## src/hw/rtl/tdcp_pkg.sv

```systemverilog
// Shared types and constants of the texture dictionary chunk parser.
// Beat and record payload structs, configuration bundle, record kinds and
// error codes. Depends on nothing.
package tdcp_pkg;

  // One input beat: a file byte with its side information.
  typedef struct packed {
    logic [7:0]  file_byte;
    logic [31:0] file_size;
    logic        end_of_file;
  } beat_t;

  // One output record.
  typedef struct packed {
    logic [2:0]  record_kind;
    logic [7:0]  texture_number;
    logic [3:0]  mip_number;
    logic [31:0] mip_width;
    logic [31:0] mip_height;
    logic [31:0] bit_depth;
    logic [31:0] row_stride;
    logic [31:0] pixel_offset;
    logic [10:0] palette_size;
    logic [31:0] record_value;
    logic [4:0]  error_code;
    logic        last_record;
  } rec_t;

  // A queued beat as seen by the parser.
  typedef struct packed {
    logic  valid;
    beat_t beat;
  } q_beat_t;

  // Records produced by the parser in one cycle, oldest in rec0.
  typedef struct packed {
    logic [1:0] count;
    rec_t       rec0;
    rec_t       rec1;
  } rec_pair_t;

  // Configuration registers.
  typedef struct packed {
    logic [31:0] root_chunk_id;
    logic [31:0] image_chunk_id;
    logic [31:0] texture_chunk_id;
    logic [31:0] struct_chunk_id;
    logic [31:0] string_chunk_id;
    logic [31:0] format_version;
  } cfg_t;

  localparam logic [2:0] CFG_ROOT_ID    = 3'd0;
  localparam logic [2:0] CFG_IMAGE_ID   = 3'd1;
  localparam logic [2:0] CFG_TEXTURE_ID = 3'd2;
  localparam logic [2:0] CFG_STRUCT_ID  = 3'd3;
  localparam logic [2:0] CFG_STRING_ID  = 3'd4;
  localparam logic [2:0] CFG_VERSION    = 3'd5;

  localparam logic [31:0] RST_ROOT_ID    = 32'd35;
  localparam logic [31:0] RST_IMAGE_ID   = 32'd24;
  localparam logic [31:0] RST_TEXTURE_ID = 32'd6;
  localparam logic [31:0] RST_STRUCT_ID  = 32'd1;
  localparam logic [31:0] RST_STRING_ID  = 32'd2;
  localparam logic [31:0] RST_VERSION    = 32'h1803_FFFF;

  typedef enum logic [2:0] {
    KIND_MIP    = 3'd0,
    KIND_FILTER = 3'd1,
    KIND_NAME   = 3'd2,
    KIND_MASK   = 3'd3,
    KIND_DONE   = 3'd4,
    KIND_ERROR  = 3'd5
  } kind_e;

  localparam logic [4:0] ERR_FILE_SMALL     = 5'd0;
  localparam logic [4:0] ERR_ROOT_ID        = 5'd1;
  localparam logic [4:0] ERR_ROOT_VERSION   = 5'd2;
  localparam logic [4:0] ERR_ROOT_SIZE      = 5'd3;
  localparam logic [4:0] ERR_TEX_ZERO       = 5'd4;
  localparam logic [4:0] ERR_TEX_MANY       = 5'd5;
  localparam logic [4:0] ERR_DEVICE_ZERO    = 5'd6;
  localparam logic [4:0] ERR_NMIPS_ROOM     = 5'd7;
  localparam logic [4:0] ERR_NMIPS_RANGE    = 5'd8;
  localparam logic [4:0] ERR_IMG_ROOM       = 5'd9;
  localparam logic [4:0] ERR_IMG_ID         = 5'd10;
  localparam logic [4:0] ERR_IMG_VERSION    = 5'd11;
  localparam logic [4:0] ERR_IMG_SIZE       = 5'd12;
  localparam logic [4:0] ERR_IMG_SMALL      = 5'd13;
  localparam logic [4:0] ERR_IMG_STRUCT     = 5'd14;
  localparam logic [4:0] ERR_IMG_STRUCT_END = 5'd15;
  localparam logic [4:0] ERR_PIXELS         = 5'd16;
  localparam logic [4:0] ERR_TEX_ROOM       = 5'd17;
  localparam logic [4:0] ERR_TEX_ID         = 5'd18;
  localparam logic [4:0] ERR_TEX_VERSION    = 5'd19;
  localparam logic [4:0] ERR_TEX_SIZE       = 5'd20;
  localparam logic [4:0] ERR_TEX_SMALL      = 5'd21;
  localparam logic [4:0] ERR_TEX_STRUCT     = 5'd22;
  localparam logic [4:0] ERR_FILTER_END     = 5'd23;
  localparam logic [4:0] ERR_NAME_ROOM      = 5'd24;
  localparam logic [4:0] ERR_NAME_ID        = 5'd25;
  localparam logic [4:0] ERR_NAME_SIZE      = 5'd26;

  localparam logic [32:0] HDR_LEN  = 33'd12;
  localparam logic [31:0] MIN_FILE = 32'd16;

endpackage

```

## src/hw/rtl/tdcp_out_queue.sv

```systemverilog
// Output side of the chunk parser: a four-entry record queue.
// Takes up to two records per cycle, delivers one per beat. Uses tdcp_pkg.
module tdcp_out_queue (
  input  logic                clk_i,
  input  logic                rst_ni,
  input  tdcp_pkg::rec_pair_t recs_i,
  output logic                room_o,
  output logic                out_valid_o,
  input  logic                out_stall_i,
  output tdcp_pkg::rec_t      out_data_o
);

  tdcp_pkg::rec_t mem_q [4];
  logic [1:0] wptr_q, rptr_q;
  logic [2:0] cnt_q;
  logic       pop;

  assign room_o      = (cnt_q <= 3'd2);
  assign out_valid_o = (cnt_q != 3'd0);
  assign out_data_o  = mem_q[rptr_q];
  assign pop         = out_valid_o && !out_stall_i;

  always_ff @(posedge clk_i or negedge rst_ni) begin
    if (!rst_ni) begin
      wptr_q <= 2'd0;
      rptr_q <= 2'd0;
      cnt_q  <= 3'd0;
    end else begin
      wptr_q <= wptr_q + recs_i.count;
      rptr_q <= rptr_q + {1'b0, pop};
      cnt_q  <= cnt_q + {1'b0, recs_i.count} - {2'b00, pop};
    end
  end

  always_ff @(posedge clk_i) begin
    if (recs_i.count != 2'd0) begin
      mem_q[wptr_q] <= recs_i.rec0;
    end
    if (recs_i.count == 2'd2) begin
      mem_q[wptr_q + 2'd1] <= recs_i.rec1;
    end
  end

endmodule

```

## config.mk

```make
export PLATFORM = sky130hd
export DESIGN_NAME = tdcp_out_queue
export DESIGN_NICKNAME = d
export VERILOG_FILES = /design/src/hw/rtl/tdcp_pkg.sv /design/src/hw/rtl/tdcp_out_queue.sv
export SDC_FILE = /design/constraint.sdc
export NUM_CORES = 1
export LEC_CHECK = 0
export BUFFER_PORTS_ARGS = -buffer_cell sky130_fd_sc_hd__buf_2
export CAP_MARGIN = 15
export CORE_ASPECT_RATIO = 1.25
export CORE_UTILIZATION = 45
export CTS_CLUSTER_DIAMETER = 40
export DETAILED_ROUTE_END_ITERATION = 10
export PLACE_DENSITY = 0.77
export REMOVE_ABC_BUFFERS = 1
export SLEW_MARGIN = 20
export SYNTH_ARGS = -nofsm -noshare
export SYNTH_HDL_FRONTEND = slang
export SYNTH_SLANG_ARGS = --single-unit
```

## constraint.sdc

```tcl
create_clock -name clk_i -period 32.6 [get_ports clk_i]
set_input_delay 1.63 -clock clk_i [delete_from_list [all_inputs] [get_ports clk_i]]
set_output_delay 1.63 -clock clk_i [all_outputs]
set_load 0.01 [all_outputs]
```

# After elaboration in Yosys (flattened, before gate mapping)
# Memory sizes are Yosys's and may differ from the RTL's.
# Cells that the tools add are included.
# classes
addsub	5
n_lt_le_gt_ge	1
n_eq_ne	1
mux	4
reduce_logical	4
# ops
cell	count
1-bit 2-to-1 mux	4
3-bit by 2-bit adder with 3-bit output	1
3-bit by 2-bit less-or-equal comparator with 1-bit output (second input constant)	1
3-bit nonzero test	1
3-bit by 1-bit subtractor with 3-bit output	1
2-bit by 1-bit adder with 2-bit output	1
2-bit by 1-bit adder with 2-bit output (second input constant)	1
2-bit adder	1
2-bit equality test (second input constant)	1
2-bit nonzero test	1
1-bit logical AND	1
1-bit zero test	1
# totals
regBits	7
ramBits	896
in_bits	453
out_inout_bits	226
word_cells	19
memories	1
# memory_table
name	words	word_bits	read_ports	rd_clocked_by_memory_dff	write_ports	line_no	text
mem_q	4	224	1	0	2	tdcp_out_queue.sv:13	tdcp_pkg::rec_t mem_q [4];

# Depth between registers and ports, before layout
# logic_depth
word_depth	3
ltp_mapped	7
depth_no_buf	7

# Least setup slack after synthesis
# No wires, ideal clock.
# synth_path
path_type	input -> register
startpoint	input recs_i[448] (netlist bit)
endpoint	memory mem_q[0][0] (netlist bit), enable pin
setup_ns	1.118
arrival_time_ns	17.323
t_required_ns	31.482
setup_slack_ns	14.159
path_stages	2
n_path_buf	0
path_cell_list	o21bai_1 -> o21ai_0
# synth_rtl
item	line_no	text
start, declared	tdcp_out_queue.sv:6	input tdcp_pkg::rec_pair_t recs_i,
end, declared	tdcp_out_queue.sv:13	

==> flow_summary.ini <==
[status]
status = complete, no violations

[drt]
drc_errors = 0
routed_wirelength_microns = 109300
ant_nets = 0
first_iter_violations = 1706
drt-wirelength-per-cell_microns = 25.39
via_count = 24410
first_pass_iters = 5
viasPerCell = 5.669

[synthesis]
ys_types = 26
synth_top_cells_by_area = edfxtp_1, mux2_2, mux4_2
syn_area_per_cell_sq_um = 19.59
synth_warnings = 0
synth_edf_count = 896
ys_seq_elements = 903
syn_area_sq_um = 43220
synth_top_area_frac = 0.6225
synth-async-reset-ratio = 0.007752
syn_inst = 2206
yosysMostFrequentCell = edfxtp_1
netlist_top_cells_count = edfxtp_1, mux2_2, mux4_2
ys_seq_area_frac = 0.6265
synth_ff_type = edfxtp_1
yosysTopAreaCell = edfxtp_1

[sta]
rsz0062_at_grt = no
hold_viol = 0
finalSetupViolCount = 0
slew_violations = 0
min_period_over_period = 0.1969
timing.fmax_mhz = 155.8
period_needed_ps = 6419
holdWs_ps = 526.1
finalClockSkew_ps = 25.69
slew_headroom = 0.2733
setup_tns_ps = 0
worst_pin_slew_ps = 1090

[worst_hold_path]
hold_start = cnt_q[2]
hold_path_depth = 1
hold_class = reg -> reg

[cts]
cts_buffers = 108
clk_pin_slew_worst_paths_ps = 60
post_cts.repair.setup_buffers = 0
clockBufferDepth = 3
clk_latency_ps = 680
htreeDepth = 3
cts_tree = done
clock-sinks = 903
cts_resized = 0
holdBufCountCts = 0
cts-root-buf = clkbuf_16

[place]
port_buffers = 678
routabilityCongestion = 0.8150
hpwl_microns = 68120

[worst_setup_path]
r2r_start = wptr_q[1]
critPathMostFrequentCell = buf_4
max_stage_delay_ps = 880
crit_buf_inv = 5
crit_type = reg -> out
rr_worst_depth = 5
critical_path_depth = 6
end_kind = primary output
path_cells = buf_4, buf_4, buf_16, buf_4, mux4_2, buf_2
cp-start-kind = flop
worst-path-max-fanout = 39
cp.arrival_ps = 4790
cp_slowest_cell = dfrtp_4
critPathTopFamily = buffers and inverters
critPathLaunch = rptr_q[0]
cp_data_required_time_ps = 30970

[power_and_ir_drop]
ir_worst_vdd_v = 0.0001422
power_frac_clock = 0.268
p_per_area_nw_per_um2 = 87.57
p_seq_frac = 0.401
switching_share = 0.3197
combPwrFrac = 0.331
intPower_mw = 3.079
p_sw_mw = 1.447
leakagePower_nw = 18.05

[die]
die_x_microns = 279.2
ioPinCount = 679
start_util = 0.4562
rows = 126
core_area_sq_um = 94750
die_area_sq_um = 97300
die_h_microns = 348.5

[global_route]
grt_max_degree = 113
grt_pass1_wl_microns = 162300
first_global_vias = 26570
overflow = 0
antenna_found_initial = 65
grt.total_usage = 0.2203

[job]
drv_cap = 0

[finish]
finish.utilization = 0.5455
layout-drive-gt1-share = 0.6227
area_growth_pct = 19.59
fillCellCount = 7358
final_nets = 3339
[cells in the final DEF (no fill, tap or decap), types with 10 or more instances in the layout]
cell type,count
clkinv_2,15
mux2_2,727
clkinv_1,12
buf_4,32
clkinvlp_4,13
mux2_1,169
clkbuf_16,109
clkbuf_1,15
bufinv_16,10
diode_2,51
mux4_2,224
edfxtp_1,896
buf_2,678
[area by class of cell]
class,count,area [sq um],share of cell area
Antenna cell,51,127.6,0.002469
Sequential cell,903,27090,0.5241
Clock inverter,74,835.8,0.01617
Clock buffer,128,2839,0.05492
Timing Repair Buffer,715,3749,0.07252
Multi-Input combinational cell,1149,15430,0.2985
Inverter,5,18.77,0.0003631
Tap cell,1280,1602,0.03098
[logic make-up after synthesis]
| family | synth area share |
|---|---|
| AO/OA/AOI/OAI | 0.0008105 |
| XOR/XNOR | 0.001216 |
| adder cells (fa/ha/maj) | 0.001332 |
| buffers and inverters | 0.01774 |
| flip-flops | 0.6265 |
| multiplexers | 0.3502 |
| AND/OR/NAND/NOR | 0.002200 |
[power by group through the flow]
stage / clock network (mW) / logic (mW) / registers, mW
after global routing: 1.27 / 1.59 / 1.84
final: 1.21 / 1.50 / 1.81
after detailed placement: 0 / 1.51 / 1.84
after CTS: 1.23 / 1.52 / 1.82
after global placement: 0 / 1.50 / 1.82
after floorplan: 0 / 1.05 / 2.05
[layer usage]
metal,vias to the layer above,part of all wire,GRT usage
li1,10590,-,-
met1,12580,0.36,0.2527
met2,932,0.52,0.3757
met3,268,0.074,0.05656
met4,34,0.042,0.1204
met5,-,0.0017,0
[final timing paths]
kind	slack, ps	to
max in group asynchronous	31610	rptr_q[1]
worst max register to register	28440	mem_q[2][74]
worst min register to register	530	cnt_q[2]
worst max-delay path	26180	out_data_o[41]
min in group asynchronous	780	rptr_q[0]
worst min-delay path	530	cnt_q[2]
[metrics by stage]
step	area, sq um	setup WS, ps	power [mW]	instances
2_1_floorplan	42470	-4829	3.095	2057
3_3_place_gp	47830	26590	3.312	4050
3_5_place_dp	47830	26580	3.352	4050
4_1_cts	51510	25830	4.565	4252
5_1_grt	51670	25770	4.705	4298
6_report	51690	26180	4.527	4305
[registers in the layout, indices dropped and copies added, names as in the netlist]
| signal | cells |
|---|---|
| cnt_q | 3 |
| rptr_q | 2 |
| mem_q | 896 |
| wptr_q | 2 |
No activity file was read; power rests on OpenSTA's default activity.
