===== config.mk =====
export PLATFORM = sky130hd
export DESIGN_NAME = tdcp_front
export DESIGN_NICKNAME = d
export VERILOG_FILES = /design/src/hw/rtl/tdcp_pkg.sv /design/src/hw/rtl/tdcp_front.sv
export SDC_FILE = /design/constraint.sdc
export NUM_CORES = 1
export LEC_CHECK = 0
export BUFFER_PORTS_ARGS = -buffer_cell sky130_fd_sc_hd__buf_4
export CAP_MARGIN = 20
export CELL_PAD_IN_SITES_DETAIL_PLACEMENT = 1
export CELL_PAD_IN_SITES_GLOBAL_PLACEMENT = 2
export CORE_MARGIN = 3
export CORE_UTILIZATION = 36
export CTS_BUF_LIST = sky130_fd_sc_hd__clkbuf_4
export DETAILED_ROUTE_END_ITERATION = 8
export PLACE_DENSITY_LB_ADDON = 0.15
export SETUP_SLACK_MARGIN = 0.05
export SKIP_LAST_GASP = 1
export SYNTH_ARGS = -nofsm -noshare
export SYNTH_HDL_FRONTEND = slang
export SYNTH_SLANG_ARGS = --single-unit

===== constraint.sdc =====
create_clock -name clk_i -period 2.9 [get_ports clk_i]
set_input_delay 0.145 -clock clk_i [delete_from_list [all_inputs] [get_ports clk_i]]
set_output_delay 0.145 -clock clk_i [all_outputs]
set_load 0.01 [all_outputs]

===== src/hw/rtl/tdcp_pkg.sv =====
// Shared types and constants of the texture dictionary chunk parser.
// Beat and record payload structs, configuration bundle, record kinds and
// error codes. Depends on nothing.
package tdcp_pkg;

  // One input beat: a file byte with its side information.
  typedef struct packed {
    logic [7:0]  file_byte;
    logic [31:0] file_size;
    logic        end_of_file;
  } beat_t;

  // One output record.
  typedef struct packed {
    logic [2:0]  record_kind;
    logic [7:0]  texture_number;
    logic [3:0]  mip_number;
    logic [31:0] mip_width;
    logic [31:0] mip_height;
    logic [31:0] bit_depth;
    logic [31:0] row_stride;
    logic [31:0] pixel_offset;
    logic [10:0] palette_size;
    logic [31:0] record_value;
    logic [4:0]  error_code;
    logic        last_record;
  } rec_t;

  // A queued beat as seen by the parser.
  typedef struct packed {
    logic  valid;
    beat_t beat;
  } q_beat_t;

  // Records produced by the parser in one cycle, oldest in rec0.
  typedef struct packed {
    logic [1:0] count;
    rec_t       rec0;
    rec_t       rec1;
  } rec_pair_t;

  // Configuration registers.
  typedef struct packed {
    logic [31:0] root_chunk_id;
    logic [31:0] image_chunk_id;
    logic [31:0] texture_chunk_id;
    logic [31:0] struct_chunk_id;
    logic [31:0] string_chunk_id;
    logic [31:0] format_version;
  } cfg_t;

  localparam logic [2:0] CFG_ROOT_ID    = 3'd0;
  localparam logic [2:0] CFG_IMAGE_ID   = 3'd1;
  localparam logic [2:0] CFG_TEXTURE_ID = 3'd2;
  localparam logic [2:0] CFG_STRUCT_ID  = 3'd3;
  localparam logic [2:0] CFG_STRING_ID  = 3'd4;
  localparam logic [2:0] CFG_VERSION    = 3'd5;

  localparam logic [31:0] RST_ROOT_ID    = 32'd35;
  localparam logic [31:0] RST_IMAGE_ID   = 32'd24;
  localparam logic [31:0] RST_TEXTURE_ID = 32'd6;
  localparam logic [31:0] RST_STRUCT_ID  = 32'd1;
  localparam logic [31:0] RST_STRING_ID  = 32'd2;
  localparam logic [31:0] RST_VERSION    = 32'h1803_FFFF;

  typedef enum logic [2:0] {
    KIND_MIP    = 3'd0,
    KIND_FILTER = 3'd1,
    KIND_NAME   = 3'd2,
    KIND_MASK   = 3'd3,
    KIND_DONE   = 3'd4,
    KIND_ERROR  = 3'd5
  } kind_e;

  localparam logic [4:0] ERR_FILE_SMALL     = 5'd0;
  localparam logic [4:0] ERR_ROOT_ID        = 5'd1;
  localparam logic [4:0] ERR_ROOT_VERSION   = 5'd2;
  localparam logic [4:0] ERR_ROOT_SIZE      = 5'd3;
  localparam logic [4:0] ERR_TEX_ZERO       = 5'd4;
  localparam logic [4:0] ERR_TEX_MANY       = 5'd5;
  localparam logic [4:0] ERR_DEVICE_ZERO    = 5'd6;
  localparam logic [4:0] ERR_NMIPS_ROOM     = 5'd7;
  localparam logic [4:0] ERR_NMIPS_RANGE    = 5'd8;
  localparam logic [4:0] ERR_IMG_ROOM       = 5'd9;
  localparam logic [4:0] ERR_IMG_ID         = 5'd10;
  localparam logic [4:0] ERR_IMG_VERSION    = 5'd11;
  localparam logic [4:0] ERR_IMG_SIZE       = 5'd12;
  localparam logic [4:0] ERR_IMG_SMALL      = 5'd13;
  localparam logic [4:0] ERR_IMG_STRUCT     = 5'd14;
  localparam logic [4:0] ERR_IMG_STRUCT_END = 5'd15;
  localparam logic [4:0] ERR_PIXELS         = 5'd16;
  localparam logic [4:0] ERR_TEX_ROOM       = 5'd17;
  localparam logic [4:0] ERR_TEX_ID         = 5'd18;
  localparam logic [4:0] ERR_TEX_VERSION    = 5'd19;
  localparam logic [4:0] ERR_TEX_SIZE       = 5'd20;
  localparam logic [4:0] ERR_TEX_SMALL      = 5'd21;
  localparam logic [4:0] ERR_TEX_STRUCT     = 5'd22;
  localparam logic [4:0] ERR_FILTER_END     = 5'd23;
  localparam logic [4:0] ERR_NAME_ROOM      = 5'd24;
  localparam logic [4:0] ERR_NAME_ID        = 5'd25;
  localparam logic [4:0] ERR_NAME_SIZE      = 5'd26;

  localparam logic [32:0] HDR_LEN  = 33'd12;
  localparam logic [31:0] MIN_FILE = 32'd16;

endpackage


===== src/hw/rtl/tdcp_front.sv =====
// Input side of the chunk parser: a two-entry beat queue.
// Decouples the byte source from the parser. Uses tdcp_pkg.
module tdcp_front (
  input  logic            clk_i,
  input  logic            rst_ni,
  input  logic            in_valid_i,
  output logic            in_stall_o,
  input  tdcp_pkg::beat_t in_data_i,
  input  logic            pop_i,
  output tdcp_pkg::q_beat_t head_o
);

  tdcp_pkg::beat_t mem_q [2];
  logic       wptr_q, wptr_d;
  logic       rptr_q, rptr_d;
  logic [1:0] cnt_q, cnt_d;
  logic       push;

  assign in_stall_o = (cnt_q == 2'd2);
  assign push       = in_valid_i && !in_stall_o;

  assign head_o.valid = (cnt_q != 2'd0);
  assign head_o.beat  = mem_q[rptr_q];

  always_comb begin
    wptr_d = wptr_q;
    rptr_d = rptr_q;
    cnt_d  = cnt_q;
    if (push) begin
      wptr_d = ~wptr_q;
    end
    if (pop_i) begin
      rptr_d = ~rptr_q;
    end
    cnt_d = cnt_q + {1'b0, push} - {1'b0, pop_i};
  end

  always_ff @(posedge clk_i or negedge rst_ni) begin
    if (!rst_ni) begin
      wptr_q <= 1'b0;
      rptr_q <= 1'b0;
      cnt_q  <= 2'd0;
    end else begin
      wptr_q <= wptr_d;
      rptr_q <= rptr_d;
      cnt_q  <= cnt_d;
    end
  end

  always_ff @(posedge clk_i) begin
    if (push) begin
      mem_q[wptr_q] <= in_data_i;
    end
  end

endmodule


## Yosys cells after proc, flatten, opt, wreduce, memory -nomap -nowiden

Memories as Yosys holds them, arrays and structs flattened.
Index checks and enable logic that the tools add are counted.
W data, S select, Z words.

- Register bits: 4
- RAM bits: 82
- Input bits: 45
- Output and inout port bits: 43
- Memories kept: 1

- Add/sub/neg operators: 2
- Equality and inequality tests: 1
- Multiplexer cells: 2
- Bitwise logic cells: 2
- Reductions and logical operators: 3

Memories:

| memory | words | bits a word | rd ports | clocked after Yosys merged registers in | wr ports | RTL line | source |
|---|---|---|---|---|---|---|---|
| mem_q | 2 | 41 | 1 | 0 | 1 | tdcp_front.sv:13 | `tdcp_pkg::beat_t mem_q [2];` |

Operators by type and width:

| operator | number |
|---|---|
| $add A2 B1 Y2 | 1 |
| $eq A2 B2 Y1 const B | 1 |
| $mux W1 | 2 |
| $not A1 Y1 | 2 |
| $reduce_bool A2 Y1 | 1 |
| $sub A2 B1 Y2 | 1 |
| $logic_and A1 B1 Y1 | 1 |
| $logic_not A1 Y1 | 1 |

## Longest topological paths before layout

- Word-level depth: 5
- Mapped depth: 7

## Worst setup path before layout

OpenSTA, ideal clock, no wires.

- Path kind: reg-to-reg
- Start: reg cnt_q[1]
- End: mem mem_q[0][0] (netlist bit), enable pin
- Setup time: 439 ps
- Arrival time: 2,315 ps
- Data required time: 2,461 ps
- Setup slack: 146 ps
- Cell stages (with the launch flop): 4
- Period minus slack after synthesis: 2,754 ps
- Cell sequence: dfrtp_1 -> nand2b_1 -> nand2_1 -> nor2_1

- Word-level cells in the longest chain between the ends: 5

Ends and longest elaborated chain:

| item | RTL line | source |
|---|---|---|
| start: declaration | tdcp_front.sv:16 | `logic [1:0] cnt_q, cnt_d;` |
| start signal: assignment | tdcp_front.sv:46 | `cnt_q <= cnt_d;` |
| $eq A2 B2 Y1 | tdcp_front.sv:19 | `assign in_stall_o = (cnt_q == 2'd2);` |
| $logic_not A1 Y1 | tdcp_front.sv:20 | `assign push = in_valid_i && !in_stall_o;` |
| $logic_and A1 B1 Y1 | tdcp_front.sv:20 |  |
| $mux W1 | tdcp_front.sv:51 | `if (push) begin` |
| $mux W1 (not written as such) | tdcp_front.sv:52 | `mem_q[wptr_q] <= in_data_i;` |
| end: declaration | tdcp_front.sv:13 |  |

Every way passes these cells.

==> results.py <==
metrics = {
    "synth": {
        "yosys_warnings": 0,
        "syn_nets": 192,
        "synth_seq_area_share_pct": 76.36,
        "ys_seq_elements": 86,
        "synthCells": 145,
        "syn-cell-area_um2": 3356,
        "synth_cell_types": 15,
        "synth_area_per_cell_um2": 23.14,
    },
    "global_routing": {
        "antenna_found_initial": 0,
        "grt_pass1_vias": 1899,
        "grt_pass1_wl_mm": 9.846,
        "grt_max_degree": 25,
        "grt_use_total_pct": 12.90,
        "grt_overflow": 0,
    },
    "hold_path": {
        "hp-class": "in -> async",
    },
    "setup_path": {
        "crit_path_cell_trace": "buf_12, mux2_4, buf_4",
        "cp.arrival_ns": 2.02,
        "cp_slowest_stage_delay_ns": 0.83,
        "end_kind": "output port",
        "cp_data_required_time_ns": 2.76,
        "path_max_fanout": 22,
        "cp-start-kind": "flip-flop",
        "crit_path_top_delay_cell": "dfrtp_2",
        "critical_path_class": "reg -> out",
    },
    "cells_and_area": {
        "multi_input_area_um2": 703.2,
        "diodes": 0,
        "fin_nets": 331,
        "layout-drive-gt1-share_pct": 52.08,
        "design_area_um2": 4708,
        "final.fill_count": 838,
        "areaGrowthSynthToFinish_pct": 40.31,
        "register_area_um2": 2564,
        "post-route-util_pct": 52.96,
    },
    "timing": {
        "skew_ns": 0.01016,
        "period_share_pct": 74.52,
        "hold_ws_ns": 0.06575,
        "setup_violations": 0,
        "worst_slew_pin_slew_ns": 0.6772,
        "fin_crit_ns": 2.161,
        "slew_headroom_pct": 54.86,
        "setup_tns_ns": 0,
        "finalMaxSlewViolations": 0,
        "rsz0062_at_grt": "false",
        "fmax_mhz": 462.7,
        "hold_violations": 0,
    },
    "floorplan": {
        "ioPinCount": 88,
        "dieArea_um2": 10520,
        "die_h_um": 102.5,
        "fp.dieW_um": 102.5,
        "core_area_um2": 8891,
        "rows": 34,
        "start_util_pct": 37.74,
    },
    "route": {
        "num_vias": 1763,
        "wirelength_mm": 6.450,
        "drc": 0,
        "avgRoutedWirePerCell_um": 16.29,
        "routed_via_density": 4.452,
        "firstDrtPassIters": 4,
        "ant_nets": 0,
        "first_iter_violations": 50,
    },
    "clock_network": {
        "cts_buffers": 9,
        "cts_tree": "built",
        "clock-sinks": 86,
        "clk_latency_ns": 0.41,
        "clock_path_buffers": 2,
        "cts_setup_buffers": 0,
        "path_clk_slew_ns": 0.12,
        "htree_levels": 3,
        "clockRootBuffer": "clkbuf_4",
    },
    "run_status": {
        "status": "finished, final reports clean",
    },
    "place": {
        "gp_congestion": 0.6713,
        "dp_hpwl_mm": 4.216,
        "io_buffers": 87,
        "dpl_cell_area_um2": 4123,
    },
    "pwr": {
        "p_leak_uw": 0.001896,
        "ir_worst_vdd_v": 0.0004765,
        "power_uw": 4161,
        "p_per_area_nw_per_um2": 883.7,
    },
    "flow_run": {
        "drv_cap": 0,
    },
}
-- cells in the mapped netlist, drive strengths merged --
cell | instances | area share [%]
nand2b | 1 | 0.19
or2 | 1 | 0.19
edfxtp | 82 | 73
dfrtp | 4 | 3.0
nand2 | 1 | 0.11
xnor2 | 3 | 0.78
and3 | 1 | 0.19
mux2 | 41 | 18
ha | 2 | 0.75
inv | 2 | 0.22
buf | 5 | 2.7
xor2 | 1 | 0.26
nor2 | 1 | 0.11
-- critical path: cells and delay by family, from the launching register on --
family	cells	cell delay, ns
flops	1	0.83
buf+inv	2	0.44
mux	1	0.33
-- through the flow --
step           setup WS, ns  cells
2_1_floorplan        0.1460    145
3_3_place_gp          1.115    338
3_5_place_dp          1.079    338
4_1_cts              0.6876    396
5_1_grt              0.6155    396
6_report             0.7389    396
-- cell type report --
| cell class | count | area share (%) |
|---|---|---|
| Sequential cell | 86 | 54.45 |
| Timing Repair Buffer | 133 | 24.29 |
| Multi-Input combinational cell | 52 | 14.93 |
| Tap cell | 108 | 2.870 |
| Clock buffer | 11 | 1.754 |
| Clock inverter | 4 | 1.541 |
| Inverter | 2 | 0.1594 |
-- final timing paths --
| check | slack [ns] | cells past startpoint | to | startpoint |
|---|---|---|---|---|
| max in group asynchronous | 2.72 | 2 | rptr_q | rst_ni |
| min | 0.07 | 2 | wptr_q | rst_ni |
| max | 0.74 | 3 | head_o[33] | rptr_q |
| max reg2reg | 1.11 | 4 | mem_q[0][5] | cnt_q[1] |
| min in group clk_i | 0.12 | 3 | wptr_q | in_valid_i |
| min reg2reg | 0.55 | 1 | cnt_q[0] | cnt_q[0] |
-- cell families (layout without fill, tap and decap cells) --
group / count (synthesis) / after routing / synth area share (%)
AND/OR/NAND/NOR: 5 / 5 / 0.7831
adder cells (fa/ha/maj): 2 / 2 / 0.7456
XOR/XNOR: 4 / 4 / 1.044
buffers and inverters: 7 / 150 / 2.946
flip-flops: 86 / 86 / 76.36
multiplexers: 41 / 41 / 18.12
-- metal layers --
layer  wire (µm)  vias up  GRT usage, %
met5           0        -             0
met4         116        0         5.449
met3         315       10         3.383
met1        2778      860         16.47
met2        3240       53         20.90
li1            -      840             -
-- power breakdown --
group	leakage [µW]	switching [µW]	internal, µW	total (µW)
combinational	0.00101	640	921	1560
sequential	0.000807	160	1700	1860
clock	0.0000829	378	364	742
total	0.00190	1180	2980	4160
-- state kept, by name, indices dropped and copies added (netlist names) --
register,flops
mem_q,82
cnt_q,2
wptr_q,1
rptr_q,1
-- timing repair --
action,CTS,global route
endpoints found under the setup margin,0,0
hold endpoints to repair,87,0
hold buffers,43,0
resized for setup,0,0
-- cell usage in the layout (no fill, tap or decap) --
cell / netlist / routed
xor2_1: 1 / 1
or2_2: 1 / 1
dlygate4sd3_1: 0 / 43
dfrtp_2: 0 / 1
clkinvlp_4: 0 / 1
ha_1: 2 / 2
mux2_4: 39 / 39
bufinv_16: 0 / 2
buf_12: 4 / 3
nand2_1: 1 / 1
nand2b_1: 1 / 1
edfxtp_1: 82 / 82
dfrtp_1: 4 / 3
xnor2_1: 3 / 3
clkinv_2: 0 / 1
clkbuf_4: 0 / 11
buf_4: 0 / 87
inv_1: 2 / 2
mux2_2: 2 / 2
and3_2: 0 / 1
nor2_4: 0 / 1
(Power assumes the default switching activity.)
